==> config.mk <==
export PLATFORM = sky130hd
export DESIGN_NAME = gabriel_graph_builder_flat
export DESIGN_NICKNAME = d
export VERILOG_FILES = /design/src/hw/rtl/ggb_pkg.sv /design/src/hw/rtl/ggb_point_if.sv /design/src/hw/rtl/ggb_edge_if.sv /design/src/hw/rtl/ggb_ram.sv /design/src/hw/rtl/ggb_sq_unit.sv /design/src/hw/rtl/gabriel_graph_builder.sv /design/src/flat_wrapper.sv
export SDC_FILE = /design/constraint.sdc
export NUM_CORES = 2
export LEC_CHECK = 0
export BUFFER_PORTS_ARGS = -buffer_cell sky130_fd_sc_hd__buf_2
export CORE_MARGIN = 5
export CORE_UTILIZATION = 63
export DETAILED_ROUTE_END_ITERATION = 8
export PLACE_DENSITY = 0.81
export SLEW_MARGIN = 10
export SYNTH_ARGS = -nofsm -noshare
export SYNTH_HDL_FRONTEND = slang
export SYNTH_HIERARCHICAL = 1
export SYNTH_SLANG_ARGS = --single-unit
export TNS_END_PERCENT = 20
==> constraint.sdc <==
create_clock -name clk_i -period 28.1 [get_ports clk_i]
set_input_delay 7.025 -clock clk_i [delete_from_list [all_inputs] [get_ports clk_i]]
set_output_delay 7.025 -clock clk_i [all_outputs]
set_load 0.005 [all_outputs]
==> src/hw/rtl/ggb_pkg.sv <==
// Shared types and constants for the Gabriel graph builder.
// No dependencies; the interfaces, the top level, the checker and the testbench import this package.
`default_nettype none

package ggb_pkg;

  // Fixed field widths of the point and edge transfers
  localparam int unsigned COORD_W     = 16;
  localparam int unsigned IDX_W       = 4;
  // Edge list is cut after this many results
  localparam int unsigned MAX_RESULTS = 60;

  typedef struct packed {
    logic [COORD_W-1:0] x_coord;
    logic [COORD_W-1:0] y_coord;
    logic               final_point;
  } point_t;

  typedef struct packed {
    logic             has_edge;
    logic [IDX_W-1:0] first_index;
    logic [IDX_W-1:0] second_index;
    logic             final_edge;
  } edge_t;

endpackage

`default_nettype wire

==> src/hw/rtl/ggb_point_if.sv <==
// Valid/ready channel carrying one input point per transfer.
// Depends on ggb_pkg for the payload type.
`default_nettype none

interface ggb_point_if;
  import ggb_pkg::*;

  logic   valid;
  logic   ready;
  point_t data;

  modport source (output valid, output data, input ready);
  modport sink   (input valid, input data, output ready);
endinterface

`default_nettype wire

==> src/hw/rtl/ggb_edge_if.sv <==
// Valid/ready channel carrying one graph edge result per transfer.
// Depends on ggb_pkg for the payload type.
`default_nettype none

interface ggb_edge_if;
  import ggb_pkg::*;

  logic  valid;
  logic  ready;
  edge_t data;

  modport source (output valid, output data, input ready);
  modport sink   (input valid, input data, output ready);
endinterface

`default_nettype wire

==> src/hw/rtl/ggb_ram.sv <==
// Generic single-write, single-read RAM with registered read data.
// No dependencies.
`default_nettype none

module ggb_ram #(
  parameter int unsigned WIDTH  = 32,
  parameter int unsigned DEPTH  = 16,
  parameter int unsigned ADDR_W = (DEPTH > 1) ? $clog2(DEPTH) : 1
) (
  input  wire logic              clk_i,
  input  wire logic              we_i,
  input  wire logic [ADDR_W-1:0] waddr_i,
  input  wire logic [WIDTH-1:0]  wdata_i,
  input  wire logic [ADDR_W-1:0] raddr_i,
  output logic      [WIDTH-1:0]  rdata_o
);

  logic [WIDTH-1:0] mem_q [DEPTH];

  // write port
  always_ff @(posedge clk_i) begin
    if (we_i) begin
      mem_q[waddr_i] <= wdata_i;
    end
  end

  // registered read port
  always_ff @(posedge clk_i) begin
    rdata_o <= mem_q[raddr_i];
  end

endmodule

`default_nettype wire

==> src/hw/rtl/ggb_sq_unit.sv <==
// Shared squaring unit: registered square of the magnitude of a signed difference.
// No dependencies.
`default_nettype none

module ggb_sq_unit #(
  parameter int unsigned DW = 18
) (
  input  wire logic                 clk_i,
  input  wire logic                 en_i,
  input  wire logic signed [DW-1:0] diff_i,
  output logic          [2*DW-3:0]  prod_o
);

  logic [DW-1:0] neg;
  logic [DW-2:0] mag;

  // magnitude never reaches the most negative code, so DW-1 bits suffice
  assign neg = -diff_i;
  assign mag = diff_i[DW-1] ? neg[DW-2:0] : diff_i[DW-2:0];

  always_ff @(posedge clk_i) begin
    if (en_i) begin
      prod_o <= mag * mag;
    end
  end

endmodule

`default_nettype wire

==> src/hw/rtl/gabriel_graph_builder.sv <==
// Gabriel graph builder top level.
// Depends on ggb_pkg, ggb_point_if, ggb_edge_if, ggb_ram and ggb_sq_unit.
`default_nettype none

// Points are taken one per cycle while the block is idle and are stored in
// arrival order (index 0 first); points beyond MAX_POINTS are dropped. A point
// with final_point set starts construction: every pair i<j is tested against
// every other stored point p with the exact test |2p-a-b|^2 <= |a-b|^2, using
// one shared squarer and a point RAM with one write port and one read port
// under a small sequencer. For each pair the sequencer fetches both points and
// forms the diameter, then reads, squares and compares each witness in turn;
// a blocked pair stops at its first blocking witness. Edges come out in
// ascending i, then j, the last one flagged final_edge; an empty graph gives
// one result with has_edge low. The input is not ready during construction;
// the output register lets the final result wait while new points are loaded.
module gabriel_graph_builder #(
  parameter int unsigned MAX_POINTS = 16,
  parameter int unsigned COORD_BITS = 16
) (
  input wire logic clk_i,
  input wire logic rst_ni,
  ggb_point_if.sink  pt_i,
  ggb_edge_if.source edge_o
);
  import ggb_pkg::*;

  localparam int unsigned CW = (COORD_BITS < COORD_W) ? COORD_BITS : COORD_W;
  localparam int unsigned AW = (MAX_POINTS > 1) ? $clog2(MAX_POINTS) : 1;
  localparam int unsigned NW = $clog2(MAX_POINTS + 1);
  localparam int unsigned RW = $clog2(MAX_RESULTS + 1);
  localparam int unsigned DW = CW + 2;
  localparam int unsigned PW = 2 * CW + 2;
  localparam int unsigned SW = 2 * CW + 3;

  // sequencer states
  localparam logic [3:0] ST_IDLE    = 4'd0;
  localparam logic [3:0] ST_PAIR_RA = 4'd1;
  localparam logic [3:0] ST_PAIR_RB = 4'd2;
  localparam logic [3:0] ST_PAIR_LB = 4'd3;
  localparam logic [3:0] ST_DIAM_X  = 4'd4;
  localparam logic [3:0] ST_DIAM_Y  = 4'd5;
  localparam logic [3:0] ST_DIAM_S  = 4'd6;
  localparam logic [3:0] ST_WIT_CHK = 4'd7;
  localparam logic [3:0] ST_WIT_X   = 4'd8;
  localparam logic [3:0] ST_WIT_Y   = 4'd9;
  localparam logic [3:0] ST_WIT_S   = 4'd10;
  localparam logic [3:0] ST_EDGE    = 4'd11;
  localparam logic [3:0] ST_ADV     = 4'd12;
  localparam logic [3:0] ST_FLUSH   = 4'd13;

  // control state
  logic [3:0]    state_q, state_d;
  logic [NW-1:0] count_q, count_d;
  logic [NW-1:0] i_q, i_d, j_q, j_d, k_q, k_d;
  logic [RW-1:0] cnt_q, cnt_d;
  logic          pend_vld_q, pend_vld_d;
  logic          out_vld_q, out_vld_d;

  // datapath registers
  logic [CW-1:0] ax_q, ax_d, ay_q, ay_d, bx_q, bx_d, by_q, by_d;
  logic [CW:0]   sx_q, sx_d, sy_q, sy_d;
  logic [CW-1:0] py_q, py_d;
  logic [SW-1:0] acc_q, acc_d, diam_q, diam_d;
  logic [NW-1:0] pend_i_q, pend_i_d, pend_j_q, pend_j_d;
  edge_t         out_q, out_d;

  // memory and squarer hookup
  logic                 in_xfer;
  logic                 wr_en;
  logic [2*CW-1:0]      wdata;
  logic [AW-1:0]        raddr;
  logic [2*CW-1:0]      rdata;
  logic [CW-1:0]        rd_x, rd_y;
  logic                 sq_en;
  logic signed [DW-1:0] sq_diff;
  logic [PW-1:0]        prod;
  logic [SW-1:0]        sum;
  logic                 out_free;
  logic [NW:0]          j_next, i_next;

  assign in_xfer  = pt_i.valid && pt_i.ready;
  assign pt_i.ready = (state_q == ST_IDLE);
  assign edge_o.valid = out_vld_q;
  assign edge_o.data  = out_q;
  assign out_free = !out_vld_q || edge_o.ready;

  // point store: x in the low half, y in the high half
  assign wr_en = in_xfer && (count_q < NW'(MAX_POINTS));
  assign wdata = {pt_i.data.y_coord[CW-1:0], pt_i.data.x_coord[CW-1:0]};
  assign rd_x  = rdata[CW-1:0];
  assign rd_y  = rdata[2*CW-1:CW];

  always_comb begin
    case (state_q)
      ST_PAIR_RA: raddr = i_q[AW-1:0];
      ST_PAIR_RB: raddr = j_q[AW-1:0];
      default:    raddr = k_q[AW-1:0];
    endcase
  end

  ggb_ram #(
    .WIDTH (2 * CW),
    .DEPTH (MAX_POINTS)
  ) u_store (
    .clk_i   (clk_i),
    .we_i    (wr_en),
    .waddr_i (count_q[AW-1:0]),
    .wdata_i (wdata),
    .raddr_i (raddr),
    .rdata_o (rdata)
  );

  // operand select for the shared squarer
  always_comb begin
    sq_en = 1'b1;
    case (state_q)
      ST_DIAM_X: sq_diff = {2'b00, ax_q} - {2'b00, bx_q};
      ST_DIAM_Y: sq_diff = {2'b00, ay_q} - {2'b00, by_q};
      ST_WIT_X:  sq_diff = {1'b0, rd_x, 1'b0} - {1'b0, sx_q};
      ST_WIT_Y:  sq_diff = {1'b0, py_q, 1'b0} - {1'b0, sy_q};
      default: begin
        sq_diff = '0;
        sq_en   = 1'b0;
      end
    endcase
  end

  ggb_sq_unit #(
    .DW (DW)
  ) u_sq (
    .clk_i  (clk_i),
    .en_i   (sq_en),
    .diff_i (sq_diff),
    .prod_o (prod)
  );

  assign sum    = acc_q + SW'(prod);
  assign j_next = {1'b0, j_q} + 1'b1;
  assign i_next = {1'b0, i_q} + 1'b1;

  // sequencer
  always_comb begin
    state_d    = state_q;
    count_d    = count_q;
    i_d        = i_q;
    j_d        = j_q;
    k_d        = k_q;
    cnt_d      = cnt_q;
    pend_vld_d = pend_vld_q;
    out_vld_d  = out_vld_q && !edge_o.ready;
    ax_d       = ax_q;
    ay_d       = ay_q;
    bx_d       = bx_q;
    by_d       = by_q;
    sx_d       = sx_q;
    sy_d       = sy_q;
    py_d       = py_q;
    acc_d      = acc_q;
    diam_d     = diam_q;
    pend_i_d   = pend_i_q;
    pend_j_d   = pend_j_q;
    out_d      = out_q;

    case (state_q)
      ST_IDLE: begin
        if (in_xfer) begin
          if (wr_en) begin
            count_d = count_q + 1'b1;
          end
          if (pt_i.data.final_point) begin
            i_d = '0;
            j_d = NW'(1);
            if (count_d < NW'(2)) begin
              state_d = ST_FLUSH;
            end else begin
              state_d = ST_PAIR_RA;
            end
          end
        end
      end
      ST_PAIR_RA: state_d = ST_PAIR_RB;
      ST_PAIR_RB: begin
        ax_d    = rd_x;
        ay_d    = rd_y;
        state_d = ST_PAIR_LB;
      end
      ST_PAIR_LB: begin
        bx_d    = rd_x;
        by_d    = rd_y;
        state_d = ST_DIAM_X;
      end
      ST_DIAM_X: begin
        sx_d    = {1'b0, ax_q} + {1'b0, bx_q};
        sy_d    = {1'b0, ay_q} + {1'b0, by_q};
        state_d = ST_DIAM_Y;
      end
      ST_DIAM_Y: begin
        acc_d   = SW'(prod);
        state_d = ST_DIAM_S;
      end
      ST_DIAM_S: begin
        diam_d  = sum;
        k_d     = '0;
        state_d = ST_WIT_CHK;
      end
      // walk witnesses, skipping the pair's own endpoints
      ST_WIT_CHK: begin
        if (k_q == count_q) begin
          state_d = ST_EDGE;
        end else if (k_q == i_q || k_q == j_q) begin
          k_d = k_q + 1'b1;
        end else begin
          state_d = ST_WIT_X;
        end
      end
      ST_WIT_X: begin
        py_d    = rd_y;
        state_d = ST_WIT_Y;
      end
      ST_WIT_Y: begin
        acc_d   = SW'(prod);
        state_d = ST_WIT_S;
      end
      ST_WIT_S: begin
        if (sum <= diam_q) begin
          state_d = ST_ADV;
        end else begin
          k_d     = k_q + 1'b1;
          state_d = ST_WIT_CHK;
        end
      end
      // one edge is held back so the last one can carry the final flag
      ST_EDGE: begin
        if (!pend_vld_q || out_free) begin
          if (pend_vld_q) begin
            out_vld_d          = 1'b1;
            out_d.has_edge     = 1'b1;
            out_d.first_index  = IDX_W'(pend_i_q);
            out_d.second_index = IDX_W'(pend_j_q);
            out_d.final_edge   = 1'b0;
          end
          pend_vld_d = 1'b1;
          pend_i_d   = i_q;
          pend_j_d   = j_q;
          cnt_d      = cnt_q + 1'b1;
          if (RW'(cnt_q + 1'b1) == RW'(MAX_RESULTS)) begin
            state_d = ST_FLUSH;
          end else begin
            state_d = ST_ADV;
          end
        end
      end
      ST_ADV: begin
        if (j_next < {1'b0, count_q}) begin
          j_d     = j_next[NW-1:0];
          state_d = ST_PAIR_RA;
        end else if ((i_next + 1'b1) < {1'b0, count_q}) begin
          i_d     = i_next[NW-1:0];
          j_d     = NW'(i_next + 1'b1);
          state_d = ST_PAIR_RA;
        end else begin
          state_d = ST_FLUSH;
        end
      end
      ST_FLUSH: begin
        if (out_free) begin
          out_vld_d          = 1'b1;
          out_d.has_edge     = pend_vld_q;
          out_d.first_index  = pend_vld_q ? IDX_W'(pend_i_q) : '0;
          out_d.second_index = pend_vld_q ? IDX_W'(pend_j_q) : '0;
          out_d.final_edge   = 1'b1;
          pend_vld_d         = 1'b0;
          count_d            = '0;
          cnt_d              = '0;
          state_d            = ST_IDLE;
        end
      end
      default: state_d = ST_IDLE;
    endcase
  end

  // control registers
  always_ff @(posedge clk_i or negedge rst_ni) begin
    if (!rst_ni) begin
      state_q    <= ST_IDLE;
      count_q    <= '0;
      i_q        <= '0;
      j_q        <= '0;
      k_q        <= '0;
      cnt_q      <= '0;
      pend_vld_q <= 1'b0;
      out_vld_q  <= 1'b0;
    end else begin
      state_q    <= state_d;
      count_q    <= count_d;
      i_q        <= i_d;
      j_q        <= j_d;
      k_q        <= k_d;
      cnt_q      <= cnt_d;
      pend_vld_q <= pend_vld_d;
      out_vld_q  <= out_vld_d;
    end
  end

  // datapath registers
  always_ff @(posedge clk_i) begin
    ax_q     <= ax_d;
    ay_q     <= ay_d;
    bx_q     <= bx_d;
    by_q     <= by_d;
    sx_q     <= sx_d;
    sy_q     <= sy_d;
    py_q     <= py_d;
    acc_q    <= acc_d;
    diam_q   <= diam_d;
    pend_i_q <= pend_i_d;
    pend_j_q <= pend_j_d;
    out_q    <= out_d;
  end

endmodule

`default_nettype wire

==> src/flat_wrapper.sv <==
// flat-port wrapper written by rule: the top's interface ports become plain ports
module gabriel_graph_builder_flat import ggb_pkg::*;
#(
  parameter int unsigned MAX_POINTS = 16,
  parameter int unsigned COORD_BITS = 16
)
  (clk_i, rst_ni, pt_i_valid, pt_i_data, pt_i_ready, edge_o_valid, edge_o_data, edge_o_ready);
  ggb_point_if pt_i_i ();
  ggb_edge_if edge_o_i ();
  input wire logic clk_i;
  input wire logic rst_ni;
  input wire logic [$bits(pt_i_i.valid)-1:0] pt_i_valid;
  input wire logic [$bits(pt_i_i.data)-1:0] pt_i_data;
  output wire logic [$bits(pt_i_i.ready)-1:0] pt_i_ready;
  output wire logic [$bits(edge_o_i.valid)-1:0] edge_o_valid;
  output wire logic [$bits(edge_o_i.data)-1:0] edge_o_data;
  input wire logic [$bits(edge_o_i.ready)-1:0] edge_o_ready;
  assign pt_i_i.valid = pt_i_valid;
  assign pt_i_i.data = pt_i_data;
  assign pt_i_ready = pt_i_i.ready;
  assign edge_o_valid = edge_o_i.valid;
  assign edge_o_data = edge_o_i.data;
  assign edge_o_i.ready = edge_o_ready;
  gabriel_graph_builder #(.MAX_POINTS(MAX_POINTS), .COORD_BITS(COORD_BITS)) u_core (.clk_i(clk_i), .rst_ni(rst_ni), .pt_i(pt_i_i), .edge_o(edge_o_i));
endmodule
==> run_summary.xml <==
<?xml version="1.0" encoding="UTF-8"?>
<metrics>
  <group name="sta">
    <metric name="fmax_achieved" unit="MHz">85.8</metric>
    <metric name="setup_ws" unit="ns">16.44</metric>
    <metric name="relative_slew_margins" unit="">0.218</metric>
    <metric name="finalClockSkew" unit="ns">0.0450</metric>
    <metric name="min_period_over_period" unit="">0.415</metric>
    <metric name="timing.final.setup_violations" unit="">0</metric>
    <metric name="worst_pin_slew" unit="ns">1.17</metric>
    <metric name="timing.final.max_slew_violations" unit="">0</metric>
    <metric name="setup_tns" unit="ns">0</metric>
    <metric name="final_hold_viols" unit="">0</metric>
    <metric name="grt_setup_unrepaired" unit="">false</metric>
    <metric name="minimum_clock_period_after_layout" unit="ns">11.66</metric>
  </group>
  <group name="synth">
    <metric name="synthesis.instances" unit="">3493</metric>
    <metric name="syn-num-nets" unit="">4013</metric>
    <metric name="synth_top_cells_by_area" unit="">sky130_fd_sc_hd__edfxtp_1 (49%), sky130_fd_sc_hd__fa_1 (8.6%), sky130_fd_sc_hd__ha_1 (7.8%)</metric>
    <metric name="synthAdderAreaFrac" unit="">0.165</metric>
    <metric name="synth_top_family_by_area" unit="">adder cells</metric>
    <metric name="synth.area.mux_share" unit="">0.0661</metric>
    <metric name="netlist.top_cell.by_area" unit="">sky130_fd_sc_hd__edfxtp_1</metric>
    <metric name="ys.flop_type" unit="">sky130_fd_sc_hd__edfxtp_1</metric>
    <metric name="syn_area" unit="sq um">45600</metric>
    <metric name="synth-seq-area-share" unit="">0.522</metric>
    <metric name="synth-compound-area-share" unit="">0.0970</metric>
    <metric name="ys_seq_elements" unit="">810</metric>
    <metric name="avgSynthCellArea" unit="sq um">13.1</metric>
    <metric name="yosysUniqueCellTypes" unit="">98</metric>
    <metric name="post_synth_xor_area_fraction" unit="">0.0314</metric>
    <metric name="synth_warnings" unit="">6</metric>
    <metric name="edff_count_synth" unit="">746</metric>
    <metric name="asyncSetResetFlopFracSynth" unit="">0.0395</metric>
    <metric name="synth-simple-area-share" unit="">0.0691</metric>
    <metric name="synth_top_cell_area_share" unit="">0.491</metric>
  </group>
  <group name="placement">
    <metric name="postPlaceCellArea" unit="sq um">47100</metric>
    <metric name="dpl_worst_slack" unit="ns">16.65</metric>
    <metric name="detailedPlacementHpwl" unit="um">66300</metric>
    <metric name="gp_routability_congestion" unit="">0.937</metric>
    <metric name="portBuffers" unit="">48</metric>
  </group>
  <group name="worst_setup_path">
    <metric name="critical_path.max_stage_delay" unit="ns">0.84</metric>
    <metric name="critPathArrivalTime" unit="ns">12.05</metric>
    <metric name="worst-path-buf-inv" unit="">5</metric>
    <metric name="worstSetupPathType" unit="">flop to flop</metric>
    <metric name="critPathCaptureType" unit="">flop</metric>
    <metric name="crit_top_cell" unit="">sky130_fd_sc_hd__fa_1</metric>
    <metric name="rr_worst_depth" unit="">32</metric>
    <metric name="cpMaxStageDelayCell" unit="">sky130_fd_sc_hd__dfrtp_1</metric>
    <metric name="worst_setup_path_start_kind" unit="">flop</metric>
    <metric name="cp.depth" unit="">32</metric>
    <metric name="worst_r2r_startpoint" unit="">u_core/state_q[0]</metric>
    <metric name="setup.worst_path.start" unit="">u_core/state_q[0]</metric>
    <metric name="critical_path_peak_fanout" unit="">26</metric>
    <metric name="worstPathRequired" unit="ns">28.49</metric>
    <metric name="cpLargestDelayFamily" unit="">adder cells</metric>
  </group>
  <group name="layout">
    <metric name="area_growth_syn_to_layout" unit="%">9.45</metric>
    <metric name="final_common_cell" unit="">sky130_fd_sc_hd__edfxtp_1</metric>
    <metric name="fin_area" unit="sq um">50000</metric>
    <metric name="drive_gt1_frac" unit="">0.118</metric>
    <metric name="antenna_cells_inserted" unit="">0</metric>
    <metric name="layout_common_cells" unit="">sky130_fd_sc_hd__edfxtp_1 (746), sky130_fd_sc_hd__inv_1 (463), sky130_fd_sc_hd__ha_1 (286)</metric>
    <metric name="layout.nets" unit="">4075</metric>
    <metric name="final_util" unit="">0.696</metric>
  </group>
  <group name="clock_network">
    <metric name="ctsRootBufferMaster" unit="">sky130_fd_sc_hd__clkbuf_16</metric>
    <metric name="holdBufCountCts" unit="">0</metric>
    <metric name="tritoncts.num_buffers" unit="">82</metric>
    <metric name="clock_sinks" unit="">810</metric>
    <metric name="cts.reportedPaths.clkPinSlew" unit="ns">0.06</metric>
    <metric name="cts_max_level" unit="">3</metric>
    <metric name="ctsResizeCount" unit="">0</metric>
    <metric name="worst_skew_pair.late_latency" unit="ns">0.65</metric>
    <metric name="tritoncts" unit="">built</metric>
    <metric name="clock_tree.buffer_depth" unit="">3</metric>
    <metric name="postCtsSetupBuffers" unit="">0</metric>
  </group>
  <group name="min_path">
    <metric name="whs_path_depth" unit="">0</metric>
    <metric name="worst_hold_path_type" unit="">flop to flop</metric>
    <metric name="timing.hold.worst.start" unit="">u_core/u_sq/prod_o[20]</metric>
  </group>
  <group name="global_route">
    <metric name="track_usage" unit="">0.273</metric>
    <metric name="grt.overflow.total" unit="">0</metric>
    <metric name="largest_net_degree_at_the_start_of_global_routing" unit="">107</metric>
    <metric name="grt_pass1_wl" unit="um">166000</metric>
    <metric name="grt_pass1_vias" unit="">29515</metric>
    <metric name="grt_antenna_before_repair" unit="">3</metric>
  </group>
  <group name="route">
    <metric name="drt_iter0_drc" unit="">3147</metric>
    <metric name="routed_wirelength" unit="um">106000</metric>
    <metric name="drt-wirelength-per-cell" unit="um">23.2</metric>
    <metric name="drt-vias-per-instance" unit="">6.27</metric>
    <metric name="firstDrtPassIters" unit="">6</metric>
    <metric name="drc" unit="">0</metric>
    <metric name="routed-via-count" unit="">28668</metric>
    <metric name="route.antenna.remaining_nets" unit="">0</metric>
  </group>
  <group name="die">
    <metric name="die_x" unit="um">279</metric>
    <metric name="die_boundary_height" unit="um">279</metric>
    <metric name="fp.coreArea" unit="sq um">71700</metric>
    <metric name="design.die.area" unit="sq um">77900</metric>
    <metric name="floorplan.io_pins" unit="">49</metric>
    <metric name="floorplan.initialDensity" unit="">0.636</metric>
    <metric name="rows" unit="">98</metric>
  </group>
  <group name="run_status">
    <metric name="status" unit="">finished, final reports clean</metric>
  </group>
  <group name="run">
    <metric name="maxcap_violations" unit="">0</metric>
  </group>
</metrics>
[flip-flops by register name, indices dropped and copies added (netlist names), 16 cells and up]
register	count
u_core/acc_q	34
u_core/ax_q	16
u_core/ay_q	16
u_core/bx_q	16
u_core/by_q	16
u_core/diam_q	35
u_core/py_q	16
u_core/sx_q	17
u_core/sy_q	17
u_core/u_sq/prod_o	33
u_core/u_store/mem_q	512
u_core/u_store/rdata_o	32
[logic make-up (layout without fill, tap and decap cells)]
logic type               after synthesis  count (layout)
AO/OA/AOI/OAI                        636             636
other                                  1               1
buffers and inverters                581             711
flip-flops                           810             810
AND/OR/NAND/NOR                      681             681
XOR/XNOR                             160             160
multiplexers                         141             141
adder cells (fa/ha/maj)              483             483
[metal layers]
metal | wire length, um | global-route usage | vias up
met1 | 40100 | 0.359 | 14204
li1 | - | - | 12784
met2 | 53200 | 0.464 | 1386
met5 | 46 | 0 | -
met3 | 8550 | 0.0441 | 288
met4 | 4040 | 0.100 | 6
[cells in the mapped netlist, drive strengths merged (42+ instances only)]
| cell | n |
|---|---|
| fa | 197 |
| inv | 472 |
| nor3 | 56 |
| a21oi | 154 |
| mux4 | 128 |
| edfxtp | 746 |
| buf | 42 |
| xor2 | 47 |
| a22oi | 75 |
| clkbuf | 64 |
| nor2 | 220 |
| nand2 | 205 |
| ha | 286 |
| a21o | 50 |
| xnor2 | 113 |
| o21ai | 101 |
| nand3 | 49 |
[final cells by class]
type	instances	area [sq um]
Multi-Input combinational cell	2102	19800
Sequential cell	810	23800
Inverter	475	1780
Clock buffer	101	2190
Timing Repair Buffer	84	523
Tap cell	950	1190
Clock inverter	51	671
Fill cell	4675	21800
[stage by stage]
stage,std cells,hold slack [ns]
6_report,4573,0.458
5_1_grt,4573,0.469
4_1_cts,4573,0.457
3_5_place_dp,4421,0.443
3_3_place_gp,4421,0.443
2_1_floorplan,3493,0.420
[worst paths after layout]
check	endpoint	slack, ns
max	u_core/u_sq/prod_o[33]	16.44
min	u_core/acc_q[20]	0.46
max reg2reg	u_core/u_sq/prod_o[33]	16.44
min reg2reg	u_core/acc_q[20]	0.46
max in group asynchronous	u_core/j_q[3]	21.14
min in group asynchronous	u_core/count_q[1]	6.44
Power is left out: the tool's default activity adds up to more than one toggle a clock period on the data nets, which glitch-free logic cannot reach.
